File: src/stt_pkg.sv
// ----------------------------------------------------------------------------
// Software timer table package
// Shared slot record, action and status codes, and sizing constants.
// ----------------------------------------------------------------------------
package stt_pkg;

   localparam int MAX_TIMERS = 8;
   localparam int SLOT_W     = 3;
   localparam int COUNT_W    = 16;
   localparam int SCALE_W    = 8;
   localparam int ACTION_W   = 3;
   localparam int STATUS_W   = 2;

   localparam logic [ACTION_W-1:0] ACT_TICK     = 3'd0;
   localparam logic [ACTION_W-1:0] ACT_START    = 3'd1;
   localparam logic [ACTION_W-1:0] ACT_STOP     = 3'd2;
   localparam logic [ACTION_W-1:0] ACT_DISPATCH = 3'd3;
   localparam logic [ACTION_W-1:0] ACT_CLEAR    = 3'd4;

   localparam logic [STATUS_W-1:0] STAT_OK      = 2'd0;
   localparam logic [STATUS_W-1:0] STAT_INVALID = 2'd1;
   localparam logic [STATUS_W-1:0] STAT_FULL    = 2'd2;

   typedef struct packed {
      logic               active;
      logic               periodic;
      logic [COUNT_W-1:0] remaining;
      logic [COUNT_W-1:0] reload;
   } slot_rec_type;

   typedef enum logic [1:0] {
      ST_IDLE,
      ST_SCAN,
      ST_DONE
   } state_type;

endpackage

File: src/stt_cell.sv
// ----------------------------------------------------------------------------
// Timer slot cell
// Holds one slot record and takes its neighbor's record on every shift.
// ----------------------------------------------------------------------------
module stt_cell
   import stt_pkg::*;
(
   input  logic         clock,
   input  logic         reset,
   input  logic         shift_en,
   input  slot_rec_type rec_in,
   output slot_rec_type rec_out
);

   logic               active_ff;
   logic               periodic_ff;
   logic [COUNT_W-1:0] remaining_ff;
   logic [COUNT_W-1:0] reload_ff;

   always_ff @(posedge clock) begin
      if (reset) begin
         active_ff <= 1'b0;
      end else if (shift_en) begin
         active_ff <= rec_in.active;
      end
   end

   always_ff @(posedge clock) begin
      if (shift_en) begin
         periodic_ff  <= rec_in.periodic;
         remaining_ff <= rec_in.remaining;
         reload_ff    <= rec_in.reload;
      end
   end

   always_comb begin
      rec_out.active    = active_ff;
      rec_out.periodic  = periodic_ff;
      rec_out.remaining = remaining_ff;
      rec_out.reload    = reload_ff;
   end

endmodule

File: src/stt_ctrl.sv
// ----------------------------------------------------------------------------
// Timer table controller
// Sequences one ring rotation per action, updates the slot at the head of the
// ring, runs the prescaler and drives the result word register.
// ----------------------------------------------------------------------------
module stt_ctrl
   import stt_pkg::*;
(
   input  logic                clock,
   input  logic                reset,
   input  logic                req_valid,
   output logic                req_stall,
   input  logic [ACTION_W-1:0] req_action,
   input  logic [SLOT_W-1:0]   req_slot_id,
   input  logic [COUNT_W-1:0]  req_delay_value,
   input  logic                req_is_periodic,
   output logic                rsp_valid,
   input  logic                rsp_stall,
   output logic [STATUS_W-1:0] rsp_status,
   output logic [SLOT_W-1:0]   rsp_slot_out,
   output logic                rsp_fired,
   output logic                rsp_last,
   input  logic                csr_valid,
   output logic                csr_ready,
   input  logic [SCALE_W-1:0]  csr_ticks_per_decrement,
   input  slot_rec_type        head_rec,
   output slot_rec_type        tail_rec,
   output logic                shift_en
);

   state_type state_ff, state_in;

   logic [ACTION_W-1:0] op_ff;
   logic [SLOT_W-1:0]   sid_ff;
   logic [COUNT_W-1:0]  delay_ff;
   logic                periodic_ff;
   logic                dec_ff, dec_in;
   logic                found_ff, found_in;
   logic [SLOT_W-1:0]   first_ff, first_in;
   logic                stop_ok_ff, stop_ok_in;
   logic                pend_valid_ff, pend_valid_in;
   logic [SLOT_W-1:0]   pend_slot_ff, pend_slot_in;
   logic [SLOT_W-1:0]   scan_ff, scan_in;
   logic [SCALE_W-1:0]  tpd_ff;
   logic [SCALE_W-1:0]  presc_ff, presc_in;

   logic                rsp_valid_ff, rsp_valid_in;
   logic [STATUS_W-1:0] rsp_status_ff;
   logic [SLOT_W-1:0]   rsp_slot_ff;
   logic                rsp_fired_ff;
   logic                rsp_last_ff;

   logic                accept;
   logic                out_free;
   logic                fire;
   logic                step;
   logic                last_step;
   logic                mid_push;
   logic                final_push;
   logic [SCALE_W-1:0]  setting;
   logic [SCALE_W:0]    presc_next;

   logic [STATUS_W-1:0] fin_status;
   logic [SLOT_W-1:0]   fin_slot;
   logic                fin_fired;

   assign accept    = req_valid && !req_stall;
   assign req_stall = (state_ff != ST_IDLE);
   assign csr_ready = (state_ff == ST_IDLE);
   assign out_free  = !rsp_valid_ff || !rsp_stall;
   assign last_step = (scan_ff == SLOT_W'(MAX_TIMERS - 1));

   // next state
   always_comb begin
      state_in = state_ff;
      unique case (state_ff)
         ST_IDLE: begin
            if (accept) state_in = ST_SCAN;
         end
         ST_SCAN: begin
            if (step && last_step) state_in = ST_DONE;
         end
         ST_DONE: begin
            if (out_free) state_in = ST_IDLE;
         end
         default: state_in = ST_IDLE;
      endcase
   end

   // scan control and result selection
   always_comb begin
      fire = (state_ff == ST_SCAN) && (op_ff == ACT_DISPATCH) &&
             head_rec.active && (head_rec.remaining == '0);
      // hold the ring while an earlier expired slot cannot be handed on
      step       = (state_ff == ST_SCAN) && !(fire && pend_valid_ff && !out_free);
      mid_push   = (state_ff == ST_SCAN) && fire && pend_valid_ff && out_free;
      final_push = (state_ff == ST_DONE) && out_free;
      shift_en   = step;

      fin_status = STAT_OK;
      fin_slot   = '0;
      fin_fired  = 1'b0;
      unique case (op_ff) inside
         ACT_TICK, ACT_CLEAR: begin
            fin_status = STAT_OK;
         end
         ACT_START: begin
            if (!found_ff) begin
               fin_status = STAT_FULL;
            end else if (delay_ff == '0) begin
               fin_status = STAT_INVALID;
            end else begin
               fin_slot = first_ff;
            end
         end
         ACT_STOP: begin
            fin_status = stop_ok_ff ? STAT_OK : STAT_INVALID;
         end
         ACT_DISPATCH: begin
            if (pend_valid_ff) begin
               fin_slot  = pend_slot_ff;
               fin_fired = 1'b1;
            end
         end
         default: fin_status = STAT_INVALID;
      endcase
   end

   // head slot update, fed back into the tail of the ring
   always_comb begin
      tail_rec   = head_rec;
      found_in   = found_ff;
      first_in   = first_ff;
      stop_ok_in = stop_ok_ff;
      unique case (op_ff)
         ACT_TICK: begin
            if (dec_ff && head_rec.active && head_rec.remaining != '0) begin
               tail_rec.remaining = head_rec.remaining - COUNT_W'(1);
            end
         end
         ACT_START: begin
            if (!head_rec.active && !found_ff) begin
               found_in = 1'b1;
               first_in = scan_ff;
               if (delay_ff != '0) begin
                  tail_rec.active    = 1'b1;
                  tail_rec.periodic  = periodic_ff;
                  tail_rec.remaining = delay_ff;
                  tail_rec.reload    = delay_ff;
               end
            end
         end
         ACT_STOP: begin
            if (scan_ff == sid_ff && head_rec.active) begin
               tail_rec.active = 1'b0;
               stop_ok_in      = 1'b1;
            end
         end
         ACT_DISPATCH: begin
            if (head_rec.active && head_rec.remaining == '0) begin
               tail_rec.remaining = head_rec.reload;
               tail_rec.active    = head_rec.periodic;
            end
         end
         ACT_CLEAR: begin
            tail_rec.active = 1'b0;
         end
         default: tail_rec = head_rec;
      endcase
   end

   // prescaler, evaluated when a tick is taken
   always_comb begin
      setting    = (tpd_ff == '0) ? SCALE_W'(1) : tpd_ff;
      presc_next = {1'b0, presc_ff} + (SCALE_W+1)'(1);
      presc_in   = presc_ff;
      dec_in     = dec_ff;
      if (accept && req_action == ACT_TICK) begin
         if (presc_next >= {1'b0, setting}) begin
            presc_in = '0;
            dec_in   = 1'b1;
         end else begin
            presc_in = presc_next[SCALE_W-1:0];
            dec_in   = 1'b0;
         end
      end
   end

   always_comb begin
      scan_in       = step ? scan_ff + SLOT_W'(1) : scan_ff;
      pend_valid_in = pend_valid_ff;
      pend_slot_in  = pend_slot_ff;
      if (accept) begin
         pend_valid_in = 1'b0;
         scan_in       = '0;
      end else if (step && fire) begin
         pend_valid_in = 1'b1;
         pend_slot_in  = scan_ff;
      end
      if (mid_push || final_push) begin
         rsp_valid_in = 1'b1;
      end else begin
         rsp_valid_in = rsp_valid_ff && rsp_stall;
      end
   end

   always_ff @(posedge clock) begin
      if (reset) begin
         state_ff      <= ST_IDLE;
         tpd_ff        <= SCALE_W'(1);
         presc_ff      <= '0;
         dec_ff        <= 1'b0;
         scan_ff       <= '0;
         pend_valid_ff <= 1'b0;
         found_ff      <= 1'b0;
         stop_ok_ff    <= 1'b0;
         rsp_valid_ff  <= 1'b0;
      end else begin
         state_ff      <= state_in;
         presc_ff      <= presc_in;
         dec_ff        <= dec_in;
         scan_ff       <= scan_in;
         pend_valid_ff <= pend_valid_in;
         rsp_valid_ff  <= rsp_valid_in;
         if (csr_valid && csr_ready) begin
            tpd_ff <= csr_ticks_per_decrement;
         end
         if (accept) begin
            found_ff   <= 1'b0;
            stop_ok_ff <= 1'b0;
         end else if (step) begin
            found_ff   <= found_in;
            stop_ok_ff <= stop_ok_in;
         end
      end
   end

   always_ff @(posedge clock) begin
      pend_slot_ff <= pend_slot_in;
      if (accept) begin
         op_ff       <= req_action;
         sid_ff      <= req_slot_id;
         delay_ff    <= req_delay_value;
         periodic_ff <= req_is_periodic;
      end
      if (step) begin
         first_ff <= first_in;
      end
      if (mid_push) begin
         rsp_status_ff <= STAT_OK;
         rsp_slot_ff   <= pend_slot_ff;
         rsp_fired_ff  <= 1'b1;
         rsp_last_ff   <= 1'b0;
      end else if (final_push) begin
         rsp_status_ff <= fin_status;
         rsp_slot_ff   <= fin_slot;
         rsp_fired_ff  <= fin_fired;
         rsp_last_ff   <= 1'b1;
      end
   end

   assign rsp_valid    = rsp_valid_ff;
   assign rsp_status   = rsp_status_ff;
   assign rsp_slot_out = rsp_slot_ff;
   assign rsp_fired    = rsp_fired_ff;
   assign rsp_last     = rsp_last_ff;

endmodule

File: src/software_timer_table.sv
// ----------------------------------------------------------------------------
// Software timer table
// Eight timer slots kept in a rotating ring of cells, with a shared controller.
// ----------------------------------------------------------------------------
// Usage:
//   req_* carries one action word (tick, start, stop, dispatch, clear). It is
//   taken when req_valid is high and req_stall is low. rsp_* returns result
//   words under the same valid/stall rule; rsp_last marks the final word of
//   an action. csr_* writes ticks_per_decrement while the block is idle.
//   Each action rotates the slot ring once, visiting one slot per cycle at
//   the head while the ring is not held, until all MAX_TIMERS (8) slots
//   have passed, then issues its final word; no new action word is taken
//   before then. Dispatch issues one word per expired slot, in slot
//   order; each is handed on when the next expired slot is found.
//   When rsp_stall is held, the ring stops at the next expired slot and the
//   final word waits; no word is lost. req_stall stays high until the final
//   word is in the output register.
//   Reset frees every slot, clears the prescaler and sets ticks_per_decrement
//   to 1. Slot counts and delays are not cleared.
// ----------------------------------------------------------------------------
module software_timer_table
   import stt_pkg::*;
(
   input  logic                clock,
   input  logic                reset,
   input  logic                req_valid,
   output logic                req_stall,
   input  logic [ACTION_W-1:0] req_action,
   input  logic [SLOT_W-1:0]   req_slot_id,
   input  logic [COUNT_W-1:0]  req_delay_value,
   input  logic                req_is_periodic,
   output logic                rsp_valid,
   input  logic                rsp_stall,
   output logic [STATUS_W-1:0] rsp_status,
   output logic [SLOT_W-1:0]   rsp_slot_out,
   output logic                rsp_fired,
   output logic                rsp_last,
   input  logic                csr_valid,
   output logic                csr_ready,
   input  logic [SCALE_W-1:0]  csr_ticks_per_decrement
);

   slot_rec_type ring [MAX_TIMERS];
   slot_rec_type tail_rec;
   logic         shift_en;

   for (genvar i = 0; i < MAX_TIMERS; i++) begin : g_cell
      if (i == MAX_TIMERS - 1) begin : g_tail
         stt_cell u_cell (
            .clock    (clock),
            .reset    (reset),
            .shift_en (shift_en),
            .rec_in   (tail_rec),
            .rec_out  (ring[i])
         );
      end else begin : g_body
         stt_cell u_cell (
            .clock    (clock),
            .reset    (reset),
            .shift_en (shift_en),
            .rec_in   (ring[i+1]),
            .rec_out  (ring[i])
         );
      end
   end

   stt_ctrl u_ctrl (
      .clock                   (clock),
      .reset                   (reset),
      .req_valid               (req_valid),
      .req_stall               (req_stall),
      .req_action              (req_action),
      .req_slot_id             (req_slot_id),
      .req_delay_value         (req_delay_value),
      .req_is_periodic         (req_is_periodic),
      .rsp_valid               (rsp_valid),
      .rsp_stall               (rsp_stall),
      .rsp_status              (rsp_status),
      .rsp_slot_out            (rsp_slot_out),
      .rsp_fired               (rsp_fired),
      .rsp_last                (rsp_last),
      .csr_valid               (csr_valid),
      .csr_ready               (csr_ready),
      .csr_ticks_per_decrement (csr_ticks_per_decrement),
      .head_rec                (ring[0]),
      .tail_rec                (tail_rec),
      .shift_en                (shift_en)
   );

endmodule

File: config.mk
export PLATFORM = sky130hd
export DESIGN_NAME = software_timer_table
export DESIGN_NICKNAME = d
export VERILOG_FILES = /design/src/stt_pkg.sv /design/src/stt_cell.sv /design/src/stt_ctrl.sv /design/src/software_timer_table.sv
export SDC_FILE = /design/constraint.sdc
export NUM_CORES = 1
export LEC_CHECK = 0
export ABC_AREA = 0
export BUFFER_PORTS_ARGS = -buffer_cell sky130_fd_sc_hd__clkbuf_2
export CAP_MARGIN = 20
export CORE_AREA = 2 2 158 160
export DETAILED_ROUTE_END_ITERATION = 8
export DIE_AREA = 0 0 160 162
export PLACE_DENSITY = 0.65
export SYNTH_ARGS = -nofsm -noshare
export SYNTH_HDL_FRONTEND = slang
export SYNTH_SLANG_ARGS = --single-unit
export TNS_END_PERCENT = 50
File: constraint.sdc
create_clock -name clock -period 3.38 [get_ports clock]
set_clock_uncertainty 0.1 [all_clocks]
set_input_delay 0.676 -clock clock [delete_from_list [all_inputs] [get_ports clock]]
set_output_delay 0.676 -clock clock [all_outputs]
set_load 0.1 [all_outputs]
==> flow_metrics.py, run 1 <==
metrics = {
    "status": {
        "outcome": "completed",
    },
    "die": {
        "initial_utilization_pct": 49.49,
        "num_rows": 57,
        "die-area_um2": 25920,
        "die_width_um": 160,
        "core-area_um2": 24110,
        "floorplan.die.height_um": 162,
        "top_level_i_o_count": 46,
    },
    "power": {
        "power_per_cell_area_nw_per_um2": 642.4,
        "ir_drop_mv": 0.4556,
        "power_mw": 8.776,
        "static-leakage-power_nw": 4.806,
    },
    "critical_path": {
        "reg2reg_slack_ns": 0.43,
        "maximum_fanout_count_along_the_critical_path": 85,
        "timing.rr.start": "g_cell[0].g_body.u_cell.remaining_ff[12]",
        "critical_path.endpoint_type": "flip-flop",
        "crit_slowest_cell": "sky130_fd_sc_hd__nor3b_1",
        "rr_endpoint": "g_cell[2].g_body.u_cell.remaining_ff[14]",
        "endpoint": "g_cell[2].g_body.u_cell.remaining_ff[14]",
        "setup.worst_path.start": "g_cell[0].g_body.u_cell.remaining_ff[12]",
        "startpoint_kind_of_the_worst_setup_timing_path": "flip-flop",
        "timing.reg2reg.worst_path_depth": 6,
        "worstPathCellList": "or3_4 > nor3b_1 > nand4_1 > nand2_2 > inv_8 > buf_4",
        "arrival_ns": 3.08,
        "critical-path-max-stage-delay_ns": 0.49,
        "required_time_worst_endpoint_ns": 3.51,
        "path_class": "flip-flop to flip-flop",
    },
    "cells_and_area": {
        "fillerInstances": 1919,
        "flow.area_growth_from_synthesis_pct": 14.53,
        "layout.nets": 862,
        "instances_no_fill": 1161,
        "drive_above_1_share_pct": 13.14,
        "antenna_cells_inserted": 0,
        "layout.core_utilization_pct": 56.68,
    },
    "routing": {
        "routed_wirelength_um": 20830,
        "dr_total_vias": 6238,
        "drt.antenna.violating_nets": 0,
        "detail_route.iter0.violations": 415,
        "detail_route.vias_per_cell": 5.373,
        "firstDrtPassIters": 5,
        "drc_errors": 0,
        "routedWlPerCell_um": 17.94,
    },
    "placed_design": {
        "numPlacedInstances": 1101,
        "dp_hpwl_um": 13400,
        "gp_congestion": 0.9296,
        "port_buffers": 45,
    },
    "global_route": {
        "grt-ovfl-total": 0,
        "number_of_antenna_violations_at_the_first_check_in_global_routing": 0,
        "grt_first_pass_wirelength_um": 32240,
        "grt_pass1_vias": 6185,
        "grt_max_degree": 86,
        "gr-usage-all-layers_pct": 16.06,
    },
    "timing": {
        "totalNegativeSetupSlack_ns": 0,
        "final_worst_path_cycle_share_pct": 87.41,
        "max-slew-margin-rel_pct": 34.19,
        "min_period_ns": 2.954,
        "finalSetupViolations": 0,
        "worst_pin_slew_ns": 0.9860,
        "final-hold-violation-count": 0,
        "grt_setup_unrepaired": "false",
        "finalMaxSlewViolations": 0,
        "max_freq_mhz": 338.5,
    },
    "run": {
        "max_cap_violations": 0,
    },
    "logic_synthesis": {
        "asyncSetResetFlopFracSynth_pct": 0,
        "postSynthNetCount": 793,
        "synth_edf_count": 296,
        "ys.flop_type": "sky130_fd_sc_hd__edfxtp_1",
        "synth-seq-cells": 334,
        "synth_area_um2": 11930,
        "postSynthCellCount": 744,
        "netlist-cell-type-count": 60,
        "post_syn_area_per_cell_um2": 16.03,
        "ys_seq_area_share_pct": 80.89,
        "ys_warn_count": 0,
    },
    "clock_network": {
        "post_cts.repair.setup_buffers": 0,
        "htree_num_levels": 2,
        "cts_max_path_buffers": 3,
        "post_cts.resized_instances": 0,
        "cts.root.buffer_cell": "sky130_fd_sc_hd__clkbuf_16",
        "hold_buffers": 0,
        "cts_tree": "done",
        "tritoncts_num_sinks": 334,
        "clock_insertion_delay_worst_skew_ns": 0.51,
        "clkTransAtPathRegs_ns": 0.06,
        "cts-buffers-inserted": 34,
    },
    "hold_path": {
        "min_path_type": "primary input to flip-flop",
    },
}
==> per-stage QoR <==
| step | setup slack [ns] | area [um2] | hold slack [ns] |
|---|---|---|---|
| after global routing | 0.2480 | 13660 | 0.2193 |
| after floorplan | 0.1576 | 11930 | 0.3003 |
| after detailed placement | 0.5092 | 12560 | 0.3045 |
| after global placement | 0.6221 | 12560 | 0.3004 |
| after CTS | 0.4943 | 13660 | 0.2230 |
| final | 0.4256 | 13660 | 0.2402 |
==> metal layers <==
layer	track usage (%)	part of all wire [%]
met1	21.85	45
met2	25.50	46
met3	3.754	5.7
met4	6.143	3.0
met5	0	0
==> logic make-up (layout without fill, tap and decap cells) <==
group                    after synthesis  after routing  synth area share, %
buffers and inverters                 37            130                1.353
AND/OR/NAND/NOR                      244            244                9.807
XOR/XNOR                              17             17                1.248
adder cells (fa/ha/maj)               13             13                1.364
multiplexers                           1              1              0.08391
AO/OA/AOI/OAI                         98             98                5.255
flip-flops                           334            334                80.89
==> Yosys cell counts, drive strengths merged, types with 2 or more instances <==
cell,count,area share [%]
xor2,9,0.66
nand2b,7,0.37
or4,2,0.13
ha,13,1.4
nor4b,2,0.27
clkbuf,13,0.41
a221o,3,0.25
nor3,18,0.80
o31ai,2,0.13
nand3,11,0.50
and3,12,0.64
a22oi,4,0.25
nor4,10,0.52
inv,16,0.50
o311ai,3,0.22
and2,3,0.17
dfxtp,38,6.4
o21ai,14,0.59
nor2b,5,0.26
nor2,30,0.94
nand4,7,0.37
a221oi,3,0.22
a31oi,8,0.42
a22o,4,0.29
a21o,4,0.25
a21oi,37,1.6
nor3b,4,0.25
o211ai,5,0.31
or3,5,0.30
edfxtp,296,75
xnor2,8,0.59
nand2,122,3.9
buf,8,0.44
o21a,3,0.19
==> worst min-delay path by stage <==
stage | cells past startpoint | start | to
5_1_grt | 1 | req_slot_id[0] | u_ctrl.sid_ff[0]
6_report | 1 | req_is_periodic | u_ctrl.periodic_ff
3_5_place_dp | 0 | g_cell[1].g_body.u_cell.reload_ff[12] | g_cell[0].g_body.u_cell.reload_ff[12]
2_1_floorplan | 0 | g_cell[1].g_body.u_cell.periodic_ff | g_cell[0].g_body.u_cell.periodic_ff
4_1_cts | 1 | req_is_periodic | u_ctrl.periodic_ff
3_3_place_gp | 0 | g_cell[3].g_body.u_cell.reload_ff[9] | g_cell[2].g_body.u_cell.reload_ff[9]
==> worst max-delay path: cells and delay by family (launching register included) <==
family / cells / cell delay, ns
buffers and inverters: 2 / 0.57
DFF: 1 / 0.44
and+or+nand+nor: 4 / 1.53
==> sequential cells by signal, summed over array words and instances (netlist names), 7 cells and up <==
signal	flops
u_ctrl.delay_ff	16
g_cell.g_tail.u_cell.reload_ff	16
g_cell.g_body.u_cell.periodic_ff	7
u_ctrl.tpd_ff	8
u_ctrl.presc_ff	8
g_cell.g_body.u_cell.remaining_ff	112
g_cell.g_body.u_cell.active_ff	7
g_cell.g_body.u_cell.reload_ff	112
g_cell.g_tail.u_cell.remaining_ff	16
==> cells in the final DEF, fill, tap and decap left out, types with 11 or more instances in the layout <==
| cell | synthesis | layout |
|---|---|---|
| sky130_fd_sc_hd__edfxtp_1 | 296 | 296 |
| sky130_fd_sc_hd__nand2_1 | 121 | 121 |
| sky130_fd_sc_hd__clkbuf_2 | 0 | 45 |
| sky130_fd_sc_hd__dfxtp_1 | 38 | 38 |
| sky130_fd_sc_hd__a21oi_1 | 37 | 37 |
| sky130_fd_sc_hd__clkbuf_16 | 0 | 37 |
| sky130_fd_sc_hd__nor2_1 | 30 | 29 |
| sky130_fd_sc_hd__nor3_1 | 17 | 17 |
| sky130_fd_sc_hd__inv_1 | 15 | 15 |
| sky130_fd_sc_hd__ha_1 | 13 | 13 |
| sky130_fd_sc_hd__and3_1 | 11 | 11 |
==> power by group <==
part	switching (mW)	internal [mW]	total [mW]
clock	1.44	2.21	3.65
sequential	0.0947	4.75	4.85
combinational	0.203	0.0803	0.283
total	1.73	7.04	8.78
==> area by class of cell <==
| type | instances | area (um2) | share of cell area, % |
|---|---|---|---|
| sequential | 334 | 9649 | 70.63 |
| multi-input combinational | 373 | 2121 | 15.52 |
| clock buffer | 44 | 952.2 | 6.969 |
| tap | 324 | 405.4 | 2.967 |
| timing repair buffer | 54 | 317.8 | 2.326 |
| clock inverter | 16 | 148.9 | 1.090 |
| inverter | 16 | 67.56 | 0.4945 |
Power figures use the tool's default switching activity.
==> inputs of run 2 (changes only) <==
Settings changed: ABC_AREA 0 to 1, CORE_AREA 2 2 158 160 to 2 2 161 163, DIE_AREA 0 0 160 162 to 0 0 163 165, PLACE_DENSITY 0.65 to 0.66.
==> flow_metrics.py, run 2 <==
metrics = {
    "critical_path": {
        "crit_family": "simple AND/OR/NAND/NOR gates",
        "required_time_worst_endpoint_ns": 3.51,
        "startpoint_kind_of_the_worst_setup_timing_path": "flip-flop",
        "critical_path.endpoint_type": "flip-flop",
        "timing.rr.start": "g_cell[0].g_body.u_cell.remaining_ff[0]",
        "worstPathBufferInverterCount": 3,
        "arrival_ns": 2.89,
        "critical-path-max-stage-delay_ns": 0.47,
        "crit_slowest_cell": "sky130_fd_sc_hd__edfxtp_1",
        "path_class": "flip-flop to flip-flop",
        "maximum_fanout_count_along_the_critical_path": 66,
        "worstPathCellList": "inv_1 > ha_1 > nand3_1 > nor2_4 > nand2_4 > nor2_4 > nand3_4 > nand2_4 > clkinv_8 > buf_4",
        "setup.worst_path.start": "g_cell[0].g_body.u_cell.remaining_ff[0]",
    },
    "routing": {
        "met3_wire_length_um": 1217,
        "drt.antenna.violating_nets": 0,
        "routed.top_layer": "met4",
        "dr_total_vias": 6756,
        "detail_route.vias_per_cell": 5.099,
        "routed_wirelength_um": 21450,
        "firstDrtPassIters": 7,
        "routedWlPerCell_um": 16.18,
        "detail_route.wirelength.met1_um": 10450,
        "drc_errors": 0,
        "met2_wirelength_um": 9217,
        "detail_route.iter0.violations": 547,
    },
    "die": {
        "die_width_um": 163,
        "floorplan.die.height_um": 165,
        "initial_utilization_pct": 49.69,
        "core-area_um2": 25040,
        "die-area_um2": 26900,
        "top_level_i_o_count": 46,
        "num_rows": 58,
    },
    "power": {
        "static-leakage-power_nw": 5.302,
        "power_per_cell_area_nw_per_um2": 644.0,
        "power_mw": 9.186,
        "ir_drop_mv": 0.4931,
    },
    "global_route": {
        "grt_max_degree": 72,
        "number_of_antenna_violations_at_the_first_check_in_global_routing": 0,
        "grt_pass1_vias": 6270,
        "gr-usage-all-layers_pct": 16.37,
        "grt_first_pass_wirelength_um": 33330,
        "grt-ovfl-total": 0,
    },
    "placed_design": {
        "dp_hpwl_um": 13830,
        "dp_slack_ns": 0.6754,
        "gp_congestion": 0.8603,
        "port_buffers": 45,
    },
    "clock_network": {
        "post_cts.repair.setup_buffers": 0,
        "cts_max_path_buffers": 3,
        "cts-buffers-inserted": 35,
        "htree_num_levels": 2,
        "post_cts.resized_instances": 0,
        "cts_tree": "done",
        "cts.root.buffer_cell": "sky130_fd_sc_hd__clkbuf_16",
        "hold_buffers": 0,
        "tritoncts_num_sinks": 334,
        "clkTransAtPathRegs_ns": 0.06,
        "clock_insertion_delay_worst_skew_ns": 0.52,
    },
    "timing": {
        "final-hold-violation-count": 0,
        "worst_pin_slew_ns": 0.5461,
        "totalNegativeSetupSlack_ns": 0,
        "post-route-worst-setup-slack_ns": 0.6214,
        "max_freq_mhz": 362.5,
        "final_worst_path_cycle_share_pct": 81.62,
        "max-slew-margin-rel_pct": 63.75,
        "finalMaxSlewViolations": 0,
        "grt_setup_unrepaired": "false",
        "hold-worst-slack_ns": 0.2270,
        "finalSetupViolations": 0,
        "min_period_ns": 2.759,
    },
    "cells_and_area": {
        "layout.nets": 1018,
        "drive_above_1_share_pct": 14.67,
        "biggestRegsByFlops": "g_cell.g_body.u_cell.reload_ff: 112 flops, g_cell.g_body.u_cell.remaining_ff: 112 flops",
        "layout_commonest_cell": "sky130_fd_sc_hd__edfxtp_1",
        "flow.area_growth_from_synthesis_pct": 14.67,
        "mostFrequentLayoutCells": "296 x sky130_fd_sc_hd__edfxtp_1, 168 x sky130_fd_sc_hd__nand2_1, 94 x sky130_fd_sc_hd__nor2_1, 64 x sky130_fd_sc_hd__inv_1, 50 x sky130_fd_sc_hd__nand3_1",
        "layout.core_utilization_pct": 56.97,
        "antenna_cells_inserted": 0,
    },
    "status": {
        "outcome": "completed",
    },
    "logic_synthesis": {
        "synth_area_um2": 12440,
        "ys.flop_type": "sky130_fd_sc_hd__edfxtp_1",
        "yosys.cell_count.top_type": "sky130_fd_sc_hd__edfxtp_1",
        "ys_warn_count": 0,
        "synth.area.top_cells": "sky130_fd_sc_hd__edfxtp_1 71%, sky130_fd_sc_hd__dfxtp_1 6.1%, sky130_fd_sc_hd__nand2_1 5.1%",
        "netlist-cell-type-count": 38,
        "postSynthNetCount": 941,
        "ys_seq_area_share_pct": 77.57,
        "yosys.area.top_type": "sky130_fd_sc_hd__edfxtp_1",
        "asyncSetResetFlopFracSynth_pct": 0,
        "synth_edf_count": 296,
        "postSynthCellCount": 892,
        "yosys.area.top_type_share_pct": 71.45,
        "post_syn_area_per_cell_um2": 13.95,
        "synth-seq-cells": 334,
        "synth_commonest_cells": "296 x sky130_fd_sc_hd__edfxtp_1, 168 x sky130_fd_sc_hd__nand2_1, 94 x sky130_fd_sc_hd__nor2_1",
    },
    "hold_path": {
        "beginning_of_the_worst_hold_path": "req_delay_value[12]",
        "min_path_type": "primary input to flip-flop",
    },
    "run": {
        "max_cap_violations": 0,
    },
}
## run 2: cell count changes in the layout (fill, tap and decap cells not counted), moves of 9 or more
cell                      delta
sky130_fd_sc_hd__nand2_1    +47
sky130_fd_sc_hd__nor3_1     -12
sky130_fd_sc_hd__o21ai_0    +25
sky130_fd_sc_hd__nand3_1    +40
sky130_fd_sc_hd__inv_1      +49
sky130_fd_sc_hd__nor4_1      -9
sky130_fd_sc_hd__a21oi_1    -12
sky130_fd_sc_hd__and3_1     -11
sky130_fd_sc_hd__nor2_1     +65
## run 2: cells by family after synthesis
group	synth area share, %
and+or+nand+nor	12.49
buffers and inverters	2.977
AOI/OAI and AO/OA	3.852
xor gates and xnor gates	0.9153
muxes	0.8852
adders and majority gates	1.308
DFF	77.57
## run 2: where the power goes
part           leakage, nW  internal, mW  total (mW)  switching, mW
clock network        0.574          2.36        3.87           1.51
logic                 1.62         0.117       0.406          0.289
registers             3.11          4.80        4.91          0.108
total                 5.30          7.28        9.19           1.91
## run 2: path summary, 6_finish.rpt
kind	end	slack [ns]	cells after the start
setup / recovery	g_cell[6].g_body.u_cell.remaining_ff[11]	0.62	10
hold / removal	u_ctrl.delay_ff[12]	0.23	1
setup reg to reg	g_cell[6].g_body.u_cell.remaining_ff[11]	0.62	10
hold reg to reg	g_cell[5].g_body.u_cell.remaining_ff[9]	0.31	0
## run 2: per-layer routing
| metal | global-route usage (%) | vias up |
|---|---|---|
| li1 | - | 3294 |
| met1 | 25.22 | 3257 |
| met2 | 23.17 | 167 |
| met3 | 3.466 | 38 |
| met4 | 5.551 | 0 |
| met5 | 0 | - |
## run 2: cell type report
cell class              instances  area, um2
clock buffers                  43      937.1
clock inverters                20      239.0
fillers                      1993      10770
inverters                      72      282.8
multi-input cells             473       2420
flip-flops and latches        334       9649
well taps                     330      412.9
repair buffers                 53      322.8
## run 2: per-stage QoR
step | cells | area, um2
2_1_floorplan | 892 | 12440
3_3_place_gp | 1262 | 13090
3_5_place_dp | 1262 | 13090
4_1_cts | 1325 | 14260
5_1_grt | 1325 | 14260
6_report | 1325 | 14260
==> inputs of run 3 (changes only) <==
Clock period 3.38 ns to 2.4 ns, I/O delays scaled along.
==> flow_metrics.py, run 3 (synthesized netlist as in run 2, its figures left out) <==
metrics = {
    "status": {
        "outcome": "completed",
    },
    "global_route": {
        "grt_max_degree": 84,
        "grt_first_pass_wirelength_um": 33710,
        "number_of_antenna_violations_at_the_first_check_in_global_routing": 0,
        "grt_pass1_vias": 6504,
        "gr-usage-all-layers_pct": 16.39,
        "grt-ovfl-total": 0,
    },
    "cells_and_area": {
        "biggestRegsByFlops": "g_cell.g_body.u_cell.reload_ff: 112 flops, g_cell.g_body.u_cell.remaining_ff: 112 flops",
        "mostFrequentLayoutCells": "296 x sky130_fd_sc_hd__edfxtp_1, 165 x sky130_fd_sc_hd__nand2_1, 89 x sky130_fd_sc_hd__nor2_1, 63 x sky130_fd_sc_hd__inv_1, 49 x sky130_fd_sc_hd__nand3_1",
        "flow.area_growth_from_synthesis_pct": 17.57,
        "antenna_cells_inserted": 0,
        "layout.area.seq_um2": 9654,
        "drive_above_1_share_pct": 18.87,
        "layout.nets": 1052,
        "multi_input_area_um2": 2550,
        "fillerInstances": 1942,
        "layout_commonest_cell": "sky130_fd_sc_hd__edfxtp_1",
    },
    "critical_path": {
        "critical_path.endpoint_type": "flip-flop",
        "crit_slowest_cell": "sky130_fd_sc_hd__dfxtp_4",
        "worstPathCellList": "ha_4 > nand2_2 > nor2_2 > inv_1 > nor2_2 > xor2_2 > ha_4 > a21o_1 > nand3_1 > nand2_1 > nor2_1 > nand3_1 > nand2_2 > nand2_4 > nor2_1",
        "critical-path-max-stage-delay_ns": 0.37,
        "required_time_worst_endpoint_ns": 2.74,
        "timing.rr.start": "u_ctrl.presc_ff[1]",
        "timing.reg2reg.worst_path_depth": 15,
        "path_class": "flip-flop to flip-flop",
        "rr_endpoint": "u_ctrl.presc_ff[1]",
        "crit_family": "simple AND/OR/NAND/NOR gates",
        "startpoint_kind_of_the_worst_setup_timing_path": "flip-flop",
        "worstPathBufferInverterCount": 1,
        "maximum_fanout_count_along_the_critical_path": 8,
        "arrival_ns": 2.64,
        "reg2reg_slack_ns": 0.10,
    },
    "timing": {
        "min_period_ns": 2.296,
        "final_worst_path_cycle_share_pct": 95.68,
        "max-slew-margin-rel_pct": 60.69,
        "finalSetupViolations": 0,
        "final-hold-violation-count": 0,
        "grt_setup_unrepaired": "true",
        "totalNegativeSetupSlack_ns": 0,
        "finalMaxSlewViolations": 0,
        "max_freq_mhz": 435.5,
        "worst_pin_slew_ns": 0.5891,
    },
    "clock_network": {
        "cts_tree": "done",
        "cts.root.buffer_cell": "sky130_fd_sc_hd__clkbuf_16",
        "hold_buffers": 0,
        "htree_num_levels": 2,
        "clkTransAtPathRegs_ns": 0.06,
        "cts-buffers-inserted": 34,
        "cts_max_path_buffers": 3,
        "clock_insertion_delay_worst_skew_ns": 0.51,
        "tritoncts_num_sinks": 334,
    },
    "die": {
        "die_width_um": 163,
        "core-area_um2": 25040,
        "num_rows": 58,
        "floorplan.die.height_um": 165,
        "die-area_um2": 26900,
        "top_level_i_o_count": 46,
        "initial_utilization_pct": 49.69,
    },
    "routing": {
        "firstDrtPassIters": 5,
        "routed_wirelength_um": 22020,
        "drt.antenna.violating_nets": 0,
        "drc_errors": 0,
        "detail_route.vias_per_cell": 5.103,
        "detail_route.iter0.violations": 548,
        "routedWlPerCell_um": 16.22,
        "dr_total_vias": 6930,
    },
    "placed_design": {
        "gp_congestion": 0.9172,
        "port_buffers": 45,
        "dp_hpwl_um": 13900,
    },
    "hold_path": {
        "hold-path-cell-count": 1,
        "worstHoldEndpoint": "u_ctrl.delay_ff[1]",
        "min_path_type": "primary input to flip-flop",
        "beginning_of_the_worst_hold_path": "req_delay_value[1]",
    },
    "power": {
        "ir_drop_mv": 0.6739,
        "power_per_cell_area_nw_per_um2": 853.4,
        "static-leakage-power_nw": 5.446,
        "power_mw": 12.48,
    },
    "run": {
        "max_cap_violations": 0,
    },
}
## run 3: worst max-delay path by stage
stage / startpoint / endpoint / slack, ns / cells after the start
after floorplan: u_ctrl.presc_ff[0] / u_ctrl.presc_ff[0] / 0.09 / 15
after global placement: u_ctrl.presc_ff[1] / u_ctrl.presc_ff[4] / 0.03 / 15
after detailed placement: u_ctrl.presc_ff[1] / u_ctrl.presc_ff[3] / -0.06 / 15
after CTS: u_ctrl.presc_ff[1] / u_ctrl.presc_ff[0] / 0.01 / 15
after global routing: u_ctrl.presc_ff[1] / u_ctrl.presc_ff[1] / -0.08 / 15
final: u_ctrl.presc_ff[1] / u_ctrl.presc_ff[1] / 0.10 / 15
## run 3: metrics by stage
stage                     worst slack [ns]  instances  util [%]  hold WS (ns)  cell area [um2]
after global placement             0.03280       1289     53.17        0.3003            13310
after floorplan                    0.09157        892         -        0.3003            12460
after detailed placement          -0.06358       1289     53.17        0.3045            13310
after global routing              -0.07862       1358     58.42       0.03222            14630
after CTS                          0.01350       1350     57.37       0.02378            14360
final                               0.1037       1358     58.42       0.03990            14630
## run 3: layer usage
metal  GRT usage (%)  vias up  share of wire [%]
met3           3.390       50                6.1
met4           5.994        0                2.6
met5               0        -                  0
met1           24.59     3317                 47
li1                -     3363                  -
met2           23.81      200                 44
## run 3: cell type report
type	instances	area share [%]
Clock buffer	48	6.527
Inverter	72	2.028
Timing Repair inverter	2	0.1540
Clock inverter	13	0.5903
Tap cell	330	2.823
Sequential cell	334	66.01
Multi-Input combinational cell	473	17.44
Timing Repair Buffer	86	4.432
## run 3: timing repair
action / in CTS / in global routing
pin swaps: 0 / 14
cloned: 0 / 4
gates resized for setup: 3 / 31
setup endpoints to repair: 8 / 213
setup buffers: 0 / 4
## run 3: worst reg2reg max path, stage by stage (launching register included)
cell and delay [ns]:
sky130_fd_sc_hd__dfxtp_4 0.37, sky130_fd_sc_hd__ha_4 0.14, sky130_fd_sc_hd__nand2_2 0.05, sky130_fd_sc_hd__nor2_2 0.12, sky130_fd_sc_hd__inv_1 0.05, sky130_fd_sc_hd__nor2_2 0.15
sky130_fd_sc_hd__xor2_2 0.24, sky130_fd_sc_hd__ha_4 0.25, sky130_fd_sc_hd__a21o_1 0.15, sky130_fd_sc_hd__nand3_1 0.07, sky130_fd_sc_hd__nand2_1 0.05, sky130_fd_sc_hd__nor2_1 0.08
sky130_fd_sc_hd__nand3_1 0.09, sky130_fd_sc_hd__nand2_2 0.10, sky130_fd_sc_hd__nand2_4 0.10, sky130_fd_sc_hd__nor2_1 0.12
## run 3: power breakdown
part	total, mW	leakage, nW	switching, mW	internal (mW)
clock network	4.90	0.504	2.03	2.88
registers	6.89	3.11	0.141	6.75
logic	0.684	1.83	0.452	0.232
total	12.5	5.45	2.62	9.86
